==> src/mfc_pkg.sv <==
// Shared types and constants for the meter frame checker.
`timescale 1ns / 1ps

package mfc_pkg;

  localparam int DefMaxFrameBytes = 256;
  localparam int StartCode        = 8'h68;
  localparam int StopCode         = 8'h16;
  localparam int SecondStartPos   = 7;
  localparam int ControlPos       = 8;
  localparam int AddrBytes        = 6;
  localparam int MinFrameBytes    = 10;
  localparam int DirBit           = 7;
  localparam int ErrBit           = 6;
  localparam int AddrW            = 48;

  typedef enum logic [1:0] {
    VERDICT_ACCEPT = 2'd0,
    VERDICT_REJECT = 2'd1,
    VERDICT_ERROR  = 2'd2
  } verdict_t;

  typedef struct packed {
    logic [7:0] frame_byte;
    logic       last_byte;
  } in_item_t;

  typedef struct packed {
    verdict_t   verdict;
    logic [7:0] error_code;
  } out_item_t;

endpackage

==> src/meter_frame_checker_core.sv <==
// Top level of the meter frame checker: byte-wise frame validation with one verdict per frame.
`timescale 1ns / 1ps

// Channel   Direction  Payload        Transaction
// in        to core    in_item_t      one received frame byte, last_byte marks the end
// out       from core  out_item_t     one verdict and error code per completed frame
// cfg       to core    48-bit data    new slave address, cfg_ready is always high
//
// The core takes one byte per cycle. Each byte updates the running state in the
// cycle it is accepted; a final byte loads the result register, so its verdict
// appears in the cycle after acceptance. Input is stalled only while a verdict waits
// in the result register and the consumer holds out_ready low. Reset (synchronous,
// active high) clears the frame state, the result register and the address.
module meter_frame_checker_core import mfc_pkg::*; #(
  parameter int MAX_FRAME_BYTES = DefMaxFrameBytes
) (
  input  logic             clk,
  input  logic             rst,
  input  logic             in_valid,
  output logic             in_ready,
  input  in_item_t         in_data,
  output logic             out_valid,
  input  logic             out_ready,
  output out_item_t        out_data,
  input  logic             cfg_valid,
  output logic             cfg_ready,
  input  logic [AddrW-1:0] cfg_data
);

  // The count only has to reach the saturation limit.
  localparam int CountW = $clog2(MAX_FRAME_BYTES + 1);

  logic [AddrW-1:0]  slave_address;
  logic [CountW-1:0] byte_count, byte_count_next;
  logic [7:0]        lagged_sum, lagged_sum_next;
  logic [7:0]        recent0, recent0_next;
  logic [7:0]        recent1, recent1_next;
  logic [7:0]        control_byte, control_byte_next;
  logic              start_codes_ok, start_codes_ok_next;
  logic              address_matches, address_matches_next;

  logic              in_fire;
  logic              too_long;
  logic [2:0]        addr_idx;
  logic [5:0]        addr_shift;
  logic [7:0]        addr_expect;
  out_item_t         result;

  assign cfg_ready = 1'b1;
  // The result register parts the two sides: a new byte enters whenever the
  // waiting verdict, if any, leaves in the same cycle.
  assign in_ready  = !out_valid || out_ready;
  assign in_fire   = in_valid && in_ready;

  assign too_long    = byte_count >= CountW'(MAX_FRAME_BYTES);
  // Frame bytes 1..6 carry the address, lowest register byte first.
  assign addr_idx    = 3'(byte_count - CountW'(1));
  assign addr_shift  = {addr_idx, 3'b000};
  assign addr_expect = 8'(slave_address >> addr_shift);

  always_comb begin
    byte_count_next      = byte_count;
    start_codes_ok_next  = start_codes_ok;
    address_matches_next = address_matches;
    control_byte_next    = control_byte;

    // Bytes past the length limit are no longer examined.
    if (!too_long) begin
      if ((byte_count == CountW'(0)) || (byte_count == CountW'(SecondStartPos))) begin
        if (in_data.frame_byte != 8'(StartCode)) start_codes_ok_next = 1'b0;
      end
      if ((byte_count >= CountW'(1)) && (byte_count <= CountW'(AddrBytes))) begin
        if (in_data.frame_byte != addr_expect) address_matches_next = 1'b0;
      end
      if (byte_count == CountW'(ControlPos)) control_byte_next = in_data.frame_byte;
      byte_count_next = byte_count + CountW'(1);
    end

    // The sum trails the newest byte by two places, so once the frame ends it
    // covers everything but the checksum and stop bytes.
    lagged_sum_next = (byte_count >= CountW'(2)) ? 8'(lagged_sum + recent1) : lagged_sum;
    recent1_next    = recent0;
    recent0_next    = in_data.frame_byte;
  end

  // Verdict for a final byte; the first failing check decides.
  always_comb begin
    result.verdict    = VERDICT_ACCEPT;
    result.error_code = 8'd0;
    if (too_long || (byte_count < CountW'(MinFrameBytes - 1))) begin
      result.verdict = VERDICT_REJECT;
    end else if (!start_codes_ok_next || (in_data.frame_byte != 8'(StopCode))) begin
      result.verdict = VERDICT_REJECT;
    end else if (lagged_sum_next != recent0) begin
      result.verdict = VERDICT_REJECT;
    end else if (!control_byte_next[DirBit]) begin
      // A master command has no business arriving here.
      result.verdict = VERDICT_REJECT;
    end else if (control_byte_next[ErrBit]) begin
      // Error replies carry their code just ahead of the checksum byte, and
      // the address is not checked for them.
      result.verdict    = VERDICT_ERROR;
      result.error_code = recent1;
    end else if (!address_matches_next) begin
      result.verdict = VERDICT_REJECT;
    end
  end

  always_ff @(posedge clk) begin
    if (rst) begin
      slave_address <= '0;
    end else if (cfg_valid && cfg_ready) begin
      slave_address <= cfg_data;
    end
  end

  always_ff @(posedge clk) begin
    if (rst) begin
      byte_count      <= '0;
      lagged_sum      <= '0;
      recent0         <= '0;
      recent1         <= '0;
      control_byte    <= '0;
      start_codes_ok  <= 1'b1;
      address_matches <= 1'b1;
    end else if (in_fire) begin
      if (in_data.last_byte) begin
        // The frame is done; start clean for the next one.
        byte_count      <= '0;
        lagged_sum      <= '0;
        recent0         <= '0;
        recent1         <= '0;
        control_byte    <= '0;
        start_codes_ok  <= 1'b1;
        address_matches <= 1'b1;
      end else begin
        byte_count      <= byte_count_next;
        lagged_sum      <= lagged_sum_next;
        recent0         <= recent0_next;
        recent1         <= recent1_next;
        control_byte    <= control_byte_next;
        start_codes_ok  <= start_codes_ok_next;
        address_matches <= address_matches_next;
      end
    end
  end

  always_ff @(posedge clk) begin
    if (rst) begin
      out_valid <= 1'b0;
    end else if (in_fire && in_data.last_byte) begin
      out_valid <= 1'b1;
    end else if (out_ready) begin
      out_valid <= 1'b0;
    end
  end

  always_ff @(posedge clk) begin
    if (in_fire && in_data.last_byte) begin
      out_data <= result;
    end
  end

  // A final byte always leaves a verdict waiting in the next cycle.
  a_last_gives_result: assert property (@(posedge clk) disable iff (rst)
    in_fire && in_data.last_byte |=> out_valid)
    else $error("final byte did not produce a verdict");

  // The frame state starts over after a final byte.
  a_clear_after_last: assert property (@(posedge clk) disable iff (rst)
    in_fire && in_data.last_byte |=> byte_count == '0 && start_codes_ok && address_matches)
    else $error("frame state not cleared after final byte");

  // The byte count saturates at the length limit.
  a_count_saturates: assert property (@(posedge clk) disable iff (rst)
    byte_count <= CountW'(MAX_FRAME_BYTES))
    else $error("byte count beyond limit");

  // Only an error reply carries a nonzero error code.
  a_code_only_on_error: assert property (@(posedge clk) disable iff (rst)
    out_valid && (out_data.verdict != VERDICT_ERROR) |-> out_data.error_code == 8'd0)
    else $error("error code on a non-error verdict");

endmodule

==> config.mk <==
export PLATFORM = sky130hd
export DESIGN_NAME = meter_frame_checker_core
export DESIGN_NICKNAME = d
export VERILOG_FILES = /design/src/mfc_pkg.sv /design/src/meter_frame_checker_core.sv
export SDC_FILE = /design/constraint.sdc
export NUM_CORES = 1
export LEC_CHECK = 0
export CELL_PAD_IN_SITES_DETAIL_PLACEMENT = 0
export CELL_PAD_IN_SITES_GLOBAL_PLACEMENT = 2
export CORE_ASPECT_RATIO = 0.6
export CORE_MARGIN = 4
export CORE_UTILIZATION = 42
export DETAILED_ROUTE_END_ITERATION = 10
export DONT_BUFFER_PORTS = 1
export PLACE_DENSITY = 0.84
export SLEW_MARGIN = 20
export SYNTH_ARGS = -nofsm -noshare
export SYNTH_HDL_FRONTEND = slang
export SYNTH_SLANG_ARGS = --single-unit
==> constraint.sdc <==
create_clock -name clk -period 7.75 [get_ports clk]
set_clock_uncertainty 0.15 [all_clocks]
set_input_delay 0.3875 -clock clk [delete_from_list [all_inputs] [get_ports clk]]
set_output_delay 0.3875 -clock clk [all_outputs]
set_load 0.1 [all_outputs]
==> results of run 1 <==
==> cells in the final DEF, fill, tap and decap left out, drive strengths merged, types with 12 or more instances in the layout <==
cell type  count
inv           15
o21ai         15
xnor2         13
mux2i         60
nor2         102
nor3          17
nand2         12
dfxtp         86
a21oi         23
nor3b         13
==> synth_stat cells (8+ instances only) <==
cell type  count  area (sq um)
a22oi_1        8          60.1
nand2_1       12          45.0
mux2i_1       60           601
o21ai_0       12          60.1
xnor2_1       13           114
nor2_1       102           383
mux4_2         8           180
edfxtp_1      10           300
ha_1          10           125
clkbuf_1      23          86.3
nor4b_1        8          70.1
a21oi_1       23           115
dfxtp_1       86          1720
nor3b_1       13          97.6
nor3_1        17          85.1
xor2_1        10          87.6
inv_1         12          45.0
==> logic make-up (layout without fill, tap and decap cells) <==
| family | after synthesis | count (layout) | share of synthesized area, % |
|---|---|---|---|
| compound gates | 78 | 78 | 11.6 |
| fa+ha+maj | 11 | 11 | 3.01 |
| buf+inv | 43 | 31 | 3.45 |
| simple gates | 189 | 189 | 19.1 |
| flops | 96 | 96 | 42.0 |
| mux | 68 | 68 | 16.2 |
| other cells | 1 | 1 | 0.0778 |
| xor+xnor | 24 | 24 | 4.65 |
==> path summary, 6_finish.rpt <==
check | from | endpoint | slack (ns)
setup / recovery | lagged_sum[0] | out_data[7] | 4.26
hold / removal | cfg_data[45] | slave_address[45] | 0.03
setup reg to reg | lagged_sum[0] | out_data[7] | 4.26
hold reg to reg | start_codes_ok | start_codes_ok | 0.30
==> worst max-delay path, stage by stage, from the launching register on <==
cell       delay [ns]
dfxtp_1          0.34
ha_1             0.23
fa_1             0.46
inv_1            0.10
o21ai_0          0.07
or4_1            0.51
a2111o_1         0.44
a2111oi_4        0.33
o311ai_4         0.25
nor4b_1          0.40
==> sequential cells by signal (all words and copies together), names as in the netlist <==
register	cells
start_codes_ok	1
out_data	10
lagged_sum	8
out_valid	1
slave_address	48
recent0	8
control_byte	2
recent1	8
address_matches	1
byte_count	9
==> final cells by class <==
| class | count | area (sq um) |
|---|---|---|
| clock buffer | 10 | 239 |
| clock inverter | 6 | 51.3 |
| fill | 1016 | 5670 |
| inverter | 12 | 45.0 |
| multi-input combinational | 371 | 2640 |
| sequential | 96 | 2020 |
| tap | 139 | 174 |
| timing repair buffer | 3 | 42.5 |
==> where the power goes <==
part           leakage (nW)  internal, W  switching, W
sequential            0.797     0.000522     0.0000258
clock                 0.145     0.000232      0.000202
combinational          1.04    0.0000491     0.0000671
==> stage by stage <==
step / hold WS [ns] / worst slack [ns] / util, %
2_1_floorplan: 0.268 / 4.16 / -
3_3_place_gp: 0.274 / 4.38 / 44.9
3_5_place_dp: 0.286 / 4.30 / 44.9
4_1_cts: 0.0226 / 4.29 / 47.8
5_1_grt: 0.0248 / 4.03 / 47.9
6_report: 0.0337 / 4.26 / 47.9
==> repair_timing <==
item / in CTS / in global routing
hold buffers: 1 / 0
hold endpoints to repair: 76 / 0
buffers inserted: 0 / 0
==> layer usage <==
| layer | GRT usage [%] | up-vias | share of wire (%) |
|---|---|---|---|
| met4 | 5.32 | 0 | 0.77 |
| met1 | 30.5 | 1757 | 52 |
| li1 | - | 1798 | - |
| met5 | 0 | - | 0 |
| met3 | 5.37 | 8 | 8.2 |
| met2 | 24.8 | 111 | 39 |
==> flow_metrics.tcl, run 1 <==
set metrics [dict create \
    die_w_um 146 \
    path_max_fanout 10 \
    tightest_slew_ns 1.10 \
    cap_violations 0 \
    rows 29 \
    async_reset_ff_share_pct 0 \
    finalSetupTns_ns 0 \
    grt_pass1_wl_um 20300 \
    drt-wirelength-per-cell_um 19.6 \
    ant_nets 0 \
    path_clk_slew_ns 0.07 \
    placed_cells 620 \
    cp-end-kind "flop" \
    firstDrtPassIters 5 \
    required_ns 7.73 \
    grt.overflow.total 0 \
    power_density_nw_per_um2 211 \
    antenna_found_initial 0 \
    reg2reg_depth 9 \
    ys_seq_area_share_pct 42.0 \
    wirelength_um 12500 \
    grtUsageTotal_pct 19.2 \
    drt_iter0_drc 246 \
    io_buffer_count 0 \
    avgViaCountPerCell 5.77 \
    synth_seq_cells 96 \
    nNetsFinal 566 \
    drc_errors 0 \
    syn-num-nets 583 \
    ir_worst_vdd_mv 0.112 \
    grt_max_degree 77 \
    cp.arrival_ns 3.47 \
    avgSynthCellArea_sq_um 9.45 \
    vias 3674 \
    design_area_sq_um 5210 \
    core_sq_um 10900 \
    root_buffer "clkbuf_16" \
    placement.cell_area_sq_um 4890 \
    cts_tree "yes" \
    fmaxAchievable_mhz 286 \
    htreeDepth 3 \
    power_w 0.00110 \
    p_leak_nw 1.98 \
    place_hpwl_um 9130 \
    synth.distinct_cells 53 \
    synth_area_sq_um 4820 \
    yosys_warnings 0 \
    holdPathStages 2 \
    period_share_pct 45.1 \
    drive_above_1_share_pct 6.43 \
    synth_edf_count 10 \
    rsz0062_at_grt "false" \
    dieHeight_um 91.0 \
    slew_headroom_pct 26.8 \
    syn_inst 510 \
    crit_type "flop to flop" \
    period_needed_ns 3.49 \
    cts_made_buffers 9 \
    finalMaxSlewViolations 0 \
    n_antenna_cell 0 \
    first_global_vias 3542 \
    initial_core_util_pct 44.3 \
    clock_latency_ns 0.35 \
    gp_congestion 0.906 \
    io_pins 75 \
    clk_path_buf_depth 2 \
    hp-class "input port to flop" \
    clock-sinks 96 \
    fin_cells 637 \
    cts_resized 0 \
    status "complete, no violations" \
    syn_to_final_growth_pct 8.15 \
    setup_viol 0 \
    hold_violations 0 \
    cp-start-kind "flop" \
    dieArea_sq_um 13300 \
    synth_ff_type "dfxtp_1" \
]
Power figures use the tool's default switching activity.
==> run 2: changes to the inputs <==
--- a/config.mk
+++ b/config.mk
@@ -9,10 +9,10 @@
 export CELL_PAD_IN_SITES_GLOBAL_PLACEMENT = 2
 export CORE_ASPECT_RATIO = 0.6
 export CORE_MARGIN = 4
-export CORE_UTILIZATION = 42
+export CORE_UTILIZATION = 39
 export DETAILED_ROUTE_END_ITERATION = 10
 export DONT_BUFFER_PORTS = 1
-export PLACE_DENSITY = 0.84
+export PLACE_DENSITY = 0.79
 export SLEW_MARGIN = 20
 export SYNTH_ARGS = -nofsm -noshare
 export SYNTH_HDL_FRONTEND = slang
==> constraint.sdc (replaced) <==
create_clock -name clk -period 3.6 [get_ports clk]
set_clock_uncertainty 0.15 [all_clocks]
set_input_delay 0.18 -clock clk [delete_from_list [all_inputs] [get_ports clk]]
set_output_delay 0.18 -clock clk [all_outputs]
set_load 0.1 [all_outputs]
==> run 2 against run 1 <==
  * Critical path depth unchanged
  * Cell area up 22%
  * Register-to-register slack lost 4.1 ns
  * Global-route usage rose by 1.1 points
  * Clock-buffer cell count rose by 1
  * Utilization up 4.8 points
  * Fmax up 0.75%
  * Sequential power is 110% higher
  * Non-clock buffer count rose by 110
  * Sequential share of layout area down 7.0 points
  * Worst hold slack gained 0.0040 ns
  * Setup slack lost 4.1 ns
  * Critical path type unchanged
==> flow_metrics.tcl, run 2 (same netlist as run 1, synthesis figures left out) <==
set metrics [dict create \
    grt.overflow.total 0 \
    slowest_delay_ns 0.51 \
    cp_slowest_cell "or4_1" \
    drive_above_1_share_pct 6.25 \
    path_max_fanout 10 \
    p_int_w 0.00189 \
    fin_cells 773 \
    dieHeight_um 94.1 \
    power_density_nw_per_um2 401 \
    switching_share_pct 25.8 \
    fin_ws_ns 0.132 \
    drt_iter0_drc 271 \
    hold_violations 0 \
    power.switching_w 0.000656 \
    setup_viol 0 \
    post-place-ws_ns 0.145 \
    nNetsFinal 676 \
    hp-start "in_data[8]" \
    cap_violations 0 \
    reg_top3 "slave_address (48), out_data (10), byte_count (9)" \
    p_leak_nw 2.39 \
    grtUsageTotal_pct 20.3 \
    cp-end-kind "flop" \
    syn_to_final_growth_pct 31.8 \
    io_pins 75 \
    clock-sinks 96 \
    wirelength_um 13700 \
    initial_core_util_pct 40.0 \
    crit_type "flop to flop" \
    cts_setup_buffers 0 \
    p_comb_share_pct 14.8 \
    required_ns 3.55 \
    timing.critical_path.buf_inv 1 \
    fill_cells 1089 \
    cp.arrival_ns 3.42 \
    dieArea_sq_um 14300 \
    rows 31 \
    r2r-start "lagged_sum[0]" \
    layout_commonest_cell "dlygate4sd3_1" \
    io_buffer_count 0 \
    core_sq_um 12100 \
    ir_worst_vdd_mv 0.219 \
    status "complete, no violations" \
    avgViaCountPerCell 5.36 \
    n_antenna_cell 0 \
    largest_reg_flops 48 \
    gp_congestion 0.878 \
    drt-wirelength-per-cell_um 17.7 \
    grt_max_degree 77 \
    finalMaxSlewViolations 0 \
    crit_family "compound AO/OA/AOI/OAI gates" \
    pwr-share-seq_pct 46.2 \
    vias 4147 \
    placement.cell_area_sq_um 4960 \
    clk_path_buf_depth 2 \
    ant_nets 0 \
    regMostFlops "slave_address" \
    place_hpwl_um 9070 \
    period_needed_ns 3.47 \
    tightest_slew_ns 0.923 \
    period_share_pct 96.3 \
    cp-start-kind "flop" \
    first_global_vias 4170 \
    design_area_sq_um 6350 \
    firstDrtPassIters 4 \
    drc_errors 0 \
    cts_tree "yes" \
    fmaxAchievable_mhz 288 \
    clock_latency_ns 0.35 \
    htreeDepth 3 \
    root_buffer "clkbuf_16" \
    die_w_um 152 \
    cts_made_buffers 9 \
    cp_cell_sequence "ha_1 > fa_1 > inv_1 > o21ai_0 > or4_1 > a2111o_1 > a2111oi_4 > o311ai_4 > a211o_1" \
    grt_pass1_wl_um 22400 \
    path_clk_slew_ns 0.07 \
    pwr-share-clk_pct 39.0 \
    rsz0062_at_grt "false" \
    crit_start "lagged_sum[0]" \
    layout_common_cells "dlygate4sd3_1, nor2_1, dfxtp_1" \
    slew_headroom_pct 38.6 \
    antenna_found_initial 0 \
    placed_cells 652 \
    hp-class "input port to flop" \
    finalSetupTns_ns 0 \
]
## run 2: worst paths after layout
check	endpoint	slack, ns	cells past startpoint
setup reg to reg	out_data[8]	0.13	9
hold reg to reg	start_codes_ok	0.32	1
setup / recovery	out_data[8]	0.13	9
hold / removal	control_byte[7]	0.04	4
## run 2: repair_timing
item	in CTS	in global routing
endpoints found under the hold margin	77	0
setup endpoints to repair	0	3
hold buffers	105	0
gates resized for setup	0	2
## run 2: metrics by stage
stage	hold slack, ns	util [%]	power (W)
after global placement	0.108	41.2	0.00143
after detailed placement	0.111	41.2	0.00144
after global routing	0.0481	52.7	0.00265
after CTS	0.0386	52.6	0.00256
after floorplan	0.177	-	0.00141
final	0.0376	52.7	0.00255
## run 2: cell type report
cell class	instances	area (sq um)	area share (%)
well taps	165	206	3.25
repair buffers	113	1130	17.8
clock inverters	5	63.8	1.00
clock buffers	11	243	3.82
flip-flops and latches	96	2020	31.8
multi-input cells	371	2640	41.6
inverters	12	45.0	0.709
## run 2: worst register-to-register path, cell delays in order, from the launching register on
cell	delay (ns)
dfxtp_1	0.35
ha_1	0.23
fa_1	0.46
inv_1	0.09
o21ai_0	0.07
or4_1	0.51
a2111o_1	0.44
a2111oi_4	0.34
o311ai_4	0.26
a211o_1	0.32
## run 2: power by group through the flow
stage | sequential (W) | clock, W | combinational (W)
after floorplan | 0.00119 | 0 | 0.000214
after global placement | 0.00120 | 0 | 0.000236
after detailed placement | 0.00120 | 0 | 0.000238
after CTS | 0.00117 | 0.00102 | 0.000372
after global routing | 0.00118 | 0.00106 | 0.000413
final | 0.00117 | 0.000994 | 0.000377
## run 2: layer usage
metal	routed length (um)	share of wire, %	global-route usage (%)	vias to the layer above
met5	0	0	0	-
met4	240	1.7	6.35	0
met1	6760	49	29.8	1990
li1	-	-	-	2016
met3	995	7.3	4.97	20
met2	5720	42	29.2	121
